**src/hdl/binary_gps_frame_deframer_defines.svh**
```systemverilog
// Assertion macros shared by the deframer RTL.
// Included by the modules that carry concurrent assertions.
`ifndef BINARY_GPS_FRAME_DEFRAMER_DEFINES_SVH
`define BINARY_GPS_FRAME_DEFRAMER_DEFINES_SVH

// Same-cycle implication, disabled during reset.
`define BGFD_ASSERT_IMP(label, clk, rst, ante, cons) \
  label: assert property (@(posedge clk) disable iff (rst) (ante) |-> (cons)) \
    else $error("deframer assertion failed");

// Next-cycle implication, disabled during reset.
`define BGFD_ASSERT_NXT(label, clk, rst, ante, cons) \
  label: assert property (@(posedge clk) disable iff (rst) (ante) |=> (cons)) \
    else $error("deframer assertion failed");

`endif

```
**src/hdl/bgfd_pkg.sv**
```systemverilog
// Shared types and constants of the binary GPS frame deframer.
// No dependencies; used by all deframer modules.
`default_nettype none

package bgfd_pkg;

  localparam logic [7:0]  SYNC_HI       = 8'hA0;
  localparam logic [7:0]  SYNC_LO       = 8'hA2;
  localparam logic [7:0]  FOOT_HI       = 8'hB0;
  localparam logic [7:0]  FOOT_LO       = 8'hB3;
  localparam logic [15:0] SUM_MASK      = 16'h7FFF;
  localparam logic [15:0] MAX_LEN_RESET = 16'd1023;

  typedef enum logic {
    KIND_PAYLOAD = 1'b0,
    KIND_VERDICT = 1'b1
  } kind_t;

  typedef enum logic [1:0] {
    STATUS_GOOD     = 2'd0,
    STATUS_CKSUM_ERR = 2'd1,
    STATUS_FOOT_ERR = 2'd2
  } status_t;

  typedef struct packed {
    kind_t       result_kind;
    logic [7:0]  payload_byte;
    logic [15:0] byte_index;
    status_t     frame_status;
    logic [7:0]  message_id_out;
    logic [15:0] frame_length;
  } result_t;

endpackage

`default_nettype wire

```
**src/hdl/bgfd_channels.sv**
```systemverilog
// Valid/ready channel interfaces of the deframer: byte input, result output
// and configuration write. No dependencies.
`default_nettype none

interface bgfd_byte_if;
  logic       valid;
  logic       ready;
  logic [7:0] rx_byte;
  modport source (output valid, output rx_byte, input ready);
  modport sink (input valid, input rx_byte, output ready);
endinterface

interface bgfd_result_if;
  logic        valid;
  logic        ready;
  logic        result_kind;
  logic [7:0]  payload_byte;
  logic [15:0] byte_index;
  logic [1:0]  frame_status;
  logic [7:0]  message_id_out;
  logic [15:0] frame_length;
  modport source (output valid, output result_kind, output payload_byte,
                  output byte_index, output frame_status, output message_id_out,
                  output frame_length, input ready);
  modport sink (input valid, input result_kind, input payload_byte,
                input byte_index, input frame_status, input message_id_out,
                input frame_length, output ready);
endinterface

interface bgfd_cfg_if;
  logic        valid;
  logic        ready;
  logic [15:0] max_payload_len;
  modport source (output valid, output max_payload_len, input ready);
  modport sink (input valid, input max_payload_len, output ready);
endinterface

`default_nettype wire

```
**src/hdl/bgfd_parser.sv**
```systemverilog
// Frame state machine: sync hunt, length, payload, checksum and footer.
// Depends on bgfd_pkg and the assertion macros header.
`default_nettype none
`include "binary_gps_frame_deframer_defines.svh"

module bgfd_parser (
  input  wire logic              clk,
  input  wire logic              rst,
  input  wire logic              accept,
  input  wire logic [7:0]        rx_byte,
  input  wire logic [15:0]       max_len,
  output logic                   res_valid,
  output bgfd_pkg::result_t      res
);

  typedef enum logic [3:0] {
    PH_HUNT0,
    PH_HUNT1,
    PH_LEN_HI,
    PH_LEN_LO,
    PH_PAYLOAD,
    PH_CK_HI,
    PH_CK_LO,
    PH_FT_HI,
    PH_FT_LO
  } phase_t;

  phase_t      phase, phase_next;
  logic [15:0] payload_length, payload_length_next;
  logic [15:0] byte_count, byte_count_next;
  logic [15:0] running_sum, running_sum_next;
  logic [15:0] received_checksum, received_checksum_next;
  logic        footer_first_ok, footer_first_ok_next;
  logic [7:0]  first_payload_byte, first_payload_byte_next;
  logic [15:0] len_full;
  logic [15:0] count_inc;
  logic        len_reject;

  assign len_full   = {payload_length[15:8], rx_byte};
  assign count_inc  = byte_count + 16'd1;
  assign len_reject = (phase == PH_LEN_LO) && (len_full == 16'd0 || len_full > max_len);

  always_comb begin
    phase_next              = phase;
    payload_length_next     = payload_length;
    byte_count_next         = byte_count;
    running_sum_next        = running_sum;
    received_checksum_next  = received_checksum;
    footer_first_ok_next    = footer_first_ok;
    first_payload_byte_next = first_payload_byte;
    res_valid               = 1'b0;
    res                     = '0;
    res.result_kind         = bgfd_pkg::KIND_PAYLOAD;
    res.frame_status        = bgfd_pkg::STATUS_GOOD;

    case (phase)
      PH_HUNT0: begin
        phase_next = (rx_byte == bgfd_pkg::SYNC_HI) ? PH_HUNT1 : PH_HUNT0;
      end
      PH_HUNT1: begin
        // a repeated first sync byte keeps the hunt armed
        if (rx_byte == bgfd_pkg::SYNC_LO) begin
          phase_next = PH_LEN_HI;
        end else if (rx_byte == bgfd_pkg::SYNC_HI) begin
          phase_next = PH_HUNT1;
        end else begin
          phase_next = PH_HUNT0;
        end
      end
      PH_LEN_HI: begin
        payload_length_next = {rx_byte, 8'h00};
        phase_next          = PH_LEN_LO;
      end
      PH_LEN_LO: begin
        payload_length_next = len_full;
        if (len_reject) begin
          phase_next = PH_HUNT0;
        end else begin
          byte_count_next         = '0;
          running_sum_next        = '0;
          first_payload_byte_next = '0;
          phase_next              = PH_PAYLOAD;
        end
      end
      PH_PAYLOAD: begin
        res_valid        = 1'b1;
        res.payload_byte = rx_byte;
        res.byte_index   = byte_count;
        if (byte_count == 16'd0) begin
          first_payload_byte_next = rx_byte;
        end
        running_sum_next = running_sum + {8'h00, rx_byte};
        byte_count_next  = count_inc;
        if (count_inc >= payload_length) begin
          phase_next = PH_CK_HI;
        end
      end
      PH_CK_HI: begin
        received_checksum_next = {rx_byte, 8'h00};
        phase_next             = PH_CK_LO;
      end
      PH_CK_LO: begin
        received_checksum_next = {received_checksum[15:8], rx_byte};
        phase_next             = PH_FT_HI;
      end
      PH_FT_HI: begin
        footer_first_ok_next = (rx_byte == bgfd_pkg::FOOT_HI);
        phase_next           = PH_FT_LO;
      end
      PH_FT_LO: begin
        res_valid          = 1'b1;
        res.result_kind    = bgfd_pkg::KIND_VERDICT;
        res.message_id_out = first_payload_byte;
        res.frame_length   = payload_length;
        // footer check wins over checksum check
        if (!footer_first_ok || rx_byte != bgfd_pkg::FOOT_LO) begin
          res.frame_status = bgfd_pkg::STATUS_FOOT_ERR;
        end else if (received_checksum != (running_sum & bgfd_pkg::SUM_MASK)) begin
          res.frame_status = bgfd_pkg::STATUS_CKSUM_ERR;
        end else begin
          res.frame_status = bgfd_pkg::STATUS_GOOD;
        end
        phase_next = PH_HUNT0;
      end
      default: begin
        phase_next = PH_HUNT0;
      end
    endcase
  end

  always_ff @(posedge clk) begin
    if (rst) begin
      phase              <= PH_HUNT0;
      payload_length     <= '0;
      byte_count         <= '0;
      running_sum        <= '0;
      received_checksum  <= '0;
      footer_first_ok    <= 1'b0;
      first_payload_byte <= '0;
    end else if (accept) begin
      phase              <= phase_next;
      payload_length     <= payload_length_next;
      byte_count         <= byte_count_next;
      running_sum        <= running_sum_next;
      received_checksum  <= received_checksum_next;
      footer_first_ok    <= footer_first_ok_next;
      first_payload_byte <= first_payload_byte_next;
    end
  end

  `BGFD_ASSERT_IMP(a_payload_len_nonzero, clk, rst, phase == PH_PAYLOAD, payload_length != 16'd0)
  `BGFD_ASSERT_IMP(a_count_in_range, clk, rst, phase == PH_PAYLOAD, byte_count < payload_length)
  `BGFD_ASSERT_NXT(a_verdict_rehunts, clk, rst, accept && phase == PH_FT_LO, phase == PH_HUNT0)
  `BGFD_ASSERT_NXT(a_bad_len_rehunts, clk, rst, accept && len_reject, phase == PH_HUNT0)

endmodule

`default_nettype wire

```
**src/hdl/bgfd_out_reg.sv**
```systemverilog
// Result register between the frame state machine and the output channel.
// Depends on bgfd_pkg and bgfd_channels.
`default_nettype none

module bgfd_out_reg (
  input  wire logic              clk,
  input  wire logic              rst,
  input  wire logic              load,
  input  wire logic              res_valid,
  input  wire bgfd_pkg::result_t res_in,
  output logic                   space,
  bgfd_result_if.source          frames
);

  logic              valid;
  bgfd_pkg::result_t data;

  // room for a new word when empty or when the held word leaves this cycle
  assign space = !valid || frames.ready;

  always_ff @(posedge clk) begin
    if (rst) begin
      valid <= 1'b0;
    end else if (load) begin
      valid <= res_valid;
    end else if (frames.ready) begin
      valid <= 1'b0;
    end
  end

  always_ff @(posedge clk) begin
    if (load && res_valid) begin
      data <= res_in;
    end
  end

  assign frames.valid          = valid;
  assign frames.result_kind    = data.result_kind;
  assign frames.payload_byte   = data.payload_byte;
  assign frames.byte_index     = data.byte_index;
  assign frames.frame_status   = data.frame_status;
  assign frames.message_id_out = data.message_id_out;
  assign frames.frame_length   = data.frame_length;

endmodule

`default_nettype wire

```
**src/hdl/binary_gps_frame_deframer.sv**
```systemverilog
// Result words are registered: each appears in the cycle after the byte that causes it.
// Throughput: one byte per cycle; the single output register stalls input
// only while it holds a word that the sink does not take.
// Reset (rst, synchronous): sync hunt restarts with no sync byte seen, frame
// state clears, output empties, max_payload_len returns to 1023.
`default_nettype none

module binary_gps_frame_deframer (
  input  wire logic     clk,
  input  wire logic     rst,
  bgfd_byte_if.sink     rx,
  bgfd_cfg_if.sink      cfg,
  bgfd_result_if.source frames
);

  logic [15:0]       max_payload_len;
  logic              space;
  logic              accept;
  logic              res_valid;
  bgfd_pkg::result_t res;

  assign cfg.ready = 1'b1;
  assign rx.ready  = space;
  assign accept    = rx.valid && space;

  always_ff @(posedge clk) begin
    if (rst) begin
      max_payload_len <= bgfd_pkg::MAX_LEN_RESET;
    end else if (cfg.valid) begin
      max_payload_len <= cfg.max_payload_len;
    end
  end

  bgfd_parser u_parser (
    .clk       (clk),
    .rst       (rst),
    .accept    (accept),
    .rx_byte   (rx.rx_byte),
    .max_len   (max_payload_len),
    .res_valid (res_valid),
    .res       (res)
  );

  bgfd_out_reg u_out_reg (
    .clk       (clk),
    .rst       (rst),
    .load      (accept),
    .res_valid (res_valid),
    .res_in    (res),
    .space     (space),
    .frames    (frames)
  );

endmodule

`default_nettype wire
```
**src/flat_wrapper.sv**
```systemverilog
// flat-port wrapper written by rule: the top's interface ports become plain ports
module binary_gps_frame_deframer_flat 
  (clk, rst, rx_valid, rx_rx_byte, rx_ready, cfg_valid, cfg_max_payload_len, cfg_ready, frames_valid, frames_result_kind, frames_payload_byte, frames_byte_index, frames_frame_status, frames_message_id_out, frames_frame_length, frames_ready);
  bgfd_byte_if rx_i ();
  bgfd_cfg_if cfg_i ();
  bgfd_result_if frames_i ();
  input  wire logic clk;
  input  wire logic rst;
  input wire logic [$bits(rx_i.valid)-1:0] rx_valid;
  input wire logic [$bits(rx_i.rx_byte)-1:0] rx_rx_byte;
  output wire logic [$bits(rx_i.ready)-1:0] rx_ready;
  input wire logic [$bits(cfg_i.valid)-1:0] cfg_valid;
  input wire logic [$bits(cfg_i.max_payload_len)-1:0] cfg_max_payload_len;
  output wire logic [$bits(cfg_i.ready)-1:0] cfg_ready;
  output wire logic [$bits(frames_i.valid)-1:0] frames_valid;
  output wire logic [$bits(frames_i.result_kind)-1:0] frames_result_kind;
  output wire logic [$bits(frames_i.payload_byte)-1:0] frames_payload_byte;
  output wire logic [$bits(frames_i.byte_index)-1:0] frames_byte_index;
  output wire logic [$bits(frames_i.frame_status)-1:0] frames_frame_status;
  output wire logic [$bits(frames_i.message_id_out)-1:0] frames_message_id_out;
  output wire logic [$bits(frames_i.frame_length)-1:0] frames_frame_length;
  input wire logic [$bits(frames_i.ready)-1:0] frames_ready;
  assign rx_i.valid = rx_valid;
  assign rx_i.rx_byte = rx_rx_byte;
  assign rx_ready = rx_i.ready;
  assign cfg_i.valid = cfg_valid;
  assign cfg_i.max_payload_len = cfg_max_payload_len;
  assign cfg_ready = cfg_i.ready;
  assign frames_valid = frames_i.valid;
  assign frames_result_kind = frames_i.result_kind;
  assign frames_payload_byte = frames_i.payload_byte;
  assign frames_byte_index = frames_i.byte_index;
  assign frames_frame_status = frames_i.frame_status;
  assign frames_message_id_out = frames_i.message_id_out;
  assign frames_frame_length = frames_i.frame_length;
  assign frames_i.ready = frames_ready;
  binary_gps_frame_deframer u_core (.clk(clk), .rst(rst), .rx(rx_i), .cfg(cfg_i), .frames(frames_i));
endmodule
```
**config.mk**
```make
export PLATFORM = sky130hd
export DESIGN_NAME = binary_gps_frame_deframer_flat
export DESIGN_NICKNAME = d
export VERILOG_FILES = /design/src/hdl/bgfd_pkg.sv /design/src/hdl/bgfd_channels.sv /design/src/hdl/bgfd_parser.sv /design/src/hdl/bgfd_out_reg.sv /design/src/hdl/binary_gps_frame_deframer.sv /design/src/flat_wrapper.sv
export VERILOG_INCLUDE_DIRS = /design/src /design/src/hdl
export SDC_FILE = /design/constraint.sdc
export NUM_CORES = 1
export LEC_CHECK = 0
export BUFFER_PORTS_ARGS = -buffer_cell sky130_fd_sc_hd__buf_2
export CAP_MARGIN = 0
export CELL_PAD_IN_SITES_DETAIL_PLACEMENT = 2
export CELL_PAD_IN_SITES_GLOBAL_PLACEMENT = 2
export CORE_ASPECT_RATIO = 0.7
export CORE_MARGIN = 2
export CORE_UTILIZATION = 30
export DETAILED_ROUTE_END_ITERATION = 16
export PLACE_DENSITY = 0.73
export SLEW_MARGIN = 20
export SYNTH_ARGS = -nofsm -noshare
export SYNTH_HDL_FRONTEND = slang
export SYNTH_SLANG_ARGS = --single-unit
```
**constraint.sdc**
```tcl
create_clock -name clk -period 7.47 [get_ports clk]
set_clock_uncertainty 0.2 [all_clocks]
set_input_delay 1.1205 -clock clk [delete_from_list [all_inputs] [get_ports clk]]
set_output_delay 1.1205 -clock clk [all_outputs]
set_load 0.005 [all_outputs]
```
==> metrics <==
status=complete, no violations; FF+latch count, synth=approximately 140; DIE WIDTH=~190 um; Slew Viols, Final=0; fin crit period=approximately 3.7 ns; final worst setup slack=around 3.8 ns; Num CTS Buffers=17; worst endpoint data arrival time=3.84 ns; Setup-failing EPs final=0; 1st-iter DRT viols=368; WL/cell=20.14 um; post-DR vias/cell=roughly 5.2; ant diodes=0; Filler cells=about 2600; fin area=about 0.0085 mm^2; period utilization=0.4974; Root Driver=clkbuf_16; PortBufs=between 80 and 90; first-pass GRT wire length=about 38 mm; actual slew at the worst max-slew pin=roughly 1.1 ns; TNS Setup=0 ns; share of post-route cells with drive strength above 1=0.1539; dominant synthesized flop cell=dfxtp_1; Post-synth ARST share=0; Hold Crit Class=flip-flop to flip-flop; CTS max path bufs=2; final WL=between 20 and 25 mm; Reg2Reg Depth=12; Starting Density=0.3076; GP Congestion=0.7937; CP endpoint kind=flip-flop; hold path depth=2; Die Ht=134.6 um; area of the multi-input gates=about 0.0036 mm^2; die area=approximately 0.026 mm^2; area grow syn2layout=17.00%; leakage=between 0.003 and 0.004 uW; DRC=0; Post-Synthesis Cells=between 700 and 800; Synth Net Count=850; Synth top area share=0.2548; synthesized area=~0.0073 mm^2; largest net degree at the start of global routing=75; core footprint=approximately 0.024 mm^2; hold_buf cts=0; via count of the first global-routing pass=approximately 6300; CP max FO=5; Synth Area per Inst=9.392 um^2; Peak VDD IR=about 0.00017 V; Overflow after GRT=0; Synth cell types=56; Yosys top cell by area=dfxtp_1; clk_lat worst skew=0.43 ns; most common library cells after synthesis=dfxtp_1 (93), nand2_1 (87), a21oi_1 (57), edfxtp_1 (51), nor2_1 (51); DR pass1 iterations=4; Fin. Hold Viols=0; Top Ports=83; sequential share of the synthesized area=0.4644; Pwr Total=around 1700 uW; Max Cap Viol=0; dpl ws=between 3 and 4 ns; most common cell in the netlist=dfxtp_1; register area=about 0.0034 mm^2; RSZ-0062 raised after global routing=no; Achievable Freq=between 200 and 300 MHz; via count=roughly 6000; antenna violations before repair=0; Post-CTS Setup Inserts=0; Cell Area, Placed=about 0.0080 mm^2; H-tree depth=4; WP data required=between 7 and 8 ns; dpl hpwl=roughly 17 mm; CTS resizes=0; All-Layer GR Usage=0.1927; slew margin rel.=0.2514; Synthesis Warnings=0; post-route ant nets=0; FP Rows=47; clock sink count=between 100 and 150; Post-synth EDFFs=51; WS Path Type=flip-flop to flip-flop; CTS tree=yes; largest cells by area after synthesis=dfxtp_1 (25%), edfxtp_1 (21%), ha_1 (7.2%); Layout Nets=~900; Worst Setup Start Kind=flip-flop; Worst-path clk slew=roughly 0.06 ns; pwr dens=about 200 mW/mm^2
[layout by cell type, fill, tap and decap left out, drive strengths merged, types with 5 or more instances in the layout]
cell	n
dfxtp	93
nand2	87
buf	86
a21oi	57
nor2	51
edfxtp	51
and2	45
ha	42
inv	40
o21ai	29
o211ai	28
nand3	27
clkbuf	22
xor2	21
mux2i	15
xnor2	12
a31oi	12
nor4	11
a311oi	11
nand4	10
nor3	10
a22oi	9
or3	7
a211oi	6
and3	6
o21a	6
and4	5
clkinv	5
[worst max-delay path: stages, from the launching register on]
cell      delay (ns)
dfxtp_1         0.42
ha_1            0.27
and3_1          0.30
and4_1          0.32
and4_1          0.23
xor2_1          0.22
ha_1            0.28
and4_1          0.17
a21oi_1         0.19
nand2_1         0.12
a211oi_1        0.45
o22ai_1         0.16
o32ai_1         0.27
[where the power goes]
group | internal (uW) | total [uW] | leakage [uW] | switching, uW
combinational | 20.7 | 64.9 | 0.00177 | 44.1
sequential | 812 | 814 | 0.00115 | 2.17
clock | 499 | 834 | 0.000270 | 335
total | 1330 | 1710 | 0.00319 | 381
[cells by family (layout without fill, tap and decap cells)]
family / after synthesis / count (layout) / synth area share
AOI/OAI and AO/OA: 178 / 178 / 0.1630
other: 1 / 1 / 0.0005132
and+or+nand+nor: 279 / 279 / 0.1911
muxes: 15 / 15 / 0.02055
buffers and inverters: 85 / 158 / 0.04623
DFF: 144 / 144 / 0.4644
adders and majority gates: 43 / 43 / 0.07466
xor gates and xnor gates: 33 / 33 / 0.03956
[metrics by stage]
| step | hold slack (ns) | instances | util |
|---|---|---|---|
| 4_1_cts | 0.2648 | 1169 | 0.3599 |
| 2_1_floorplan | 0.2301 | 778 | - |
| 3_3_place_gp | 0.2423 | 1137 | 0.3358 |
| 3_5_place_dp | 0.2483 | 1137 | 0.3359 |
| 5_1_grt | 0.2890 | 1169 | 0.3599 |
| 6_report | 0.2622 | 1169 | 0.3599 |
[sequential cells by signal (all words and copies together) (netlist names), 4 cells and up]
signal,cells
u_core.u_parser.byte_count,16
u_core.u_parser.received_checksum,16
u_core.max_payload_len,16
u_core.u_parser.payload_length,16
u_core.u_parser.running_sum,15
u_core.u_out_reg.frames.byte_index,16
u_core.u_parser.first_payload_byte,8
u_core.u_out_reg.frames.frame_length,16
u_core.u_parser.phase,4
u_core.u_out_reg.frames.payload_byte,8
u_core.u_out_reg.frames.message_id_out,8
[worst paths after layout]
kind                                                           start  slack (ns)                                                 end
setup / recovery          u_core.u_parser.byte_count[0]$_SDFFE_PP0P_        3.75               u_core.u_parser.phase[0]$_SDFFE_PP0P_
hold / removal    u_core.u_parser.received_checksum[10]$_SDFFE_PP0P_        0.26  u_core.u_parser.received_checksum[10]$_SDFFE_PP0P_
hold reg to reg   u_core.u_parser.received_checksum[10]$_SDFFE_PP0P_        0.26  u_core.u_parser.received_checksum[10]$_SDFFE_PP0P_
setup reg to reg          u_core.u_parser.byte_count[0]$_SDFFE_PP0P_        3.75               u_core.u_parser.phase[0]$_SDFFE_PP0P_
[per-layer routing]
layer / routed length (um) / global-route usage / part of all wire
met5: 0 / 0 / 0
met1: 11950 / 0.2835 / 0.51
met4: 193 / 0.04393 / 0.0082
met2: 10350 / 0.2905 / 0.44
met3: 1050 / 0.03742 / 0.045
[final cells by class]
cell class | instances | share of cell area
Tap cell | 318 | 0.04654
Inverter | 40 | 0.01785
Clock buffer | 22 | 0.05312
Clock inverter | 10 | 0.01346
Timing Repair Buffer | 86 | 0.05181
Multi-Input combinational cell | 549 | 0.4203
Sequential cell | 144 | 0.3969
No activity file was read; power rests on OpenSTA's default activity.
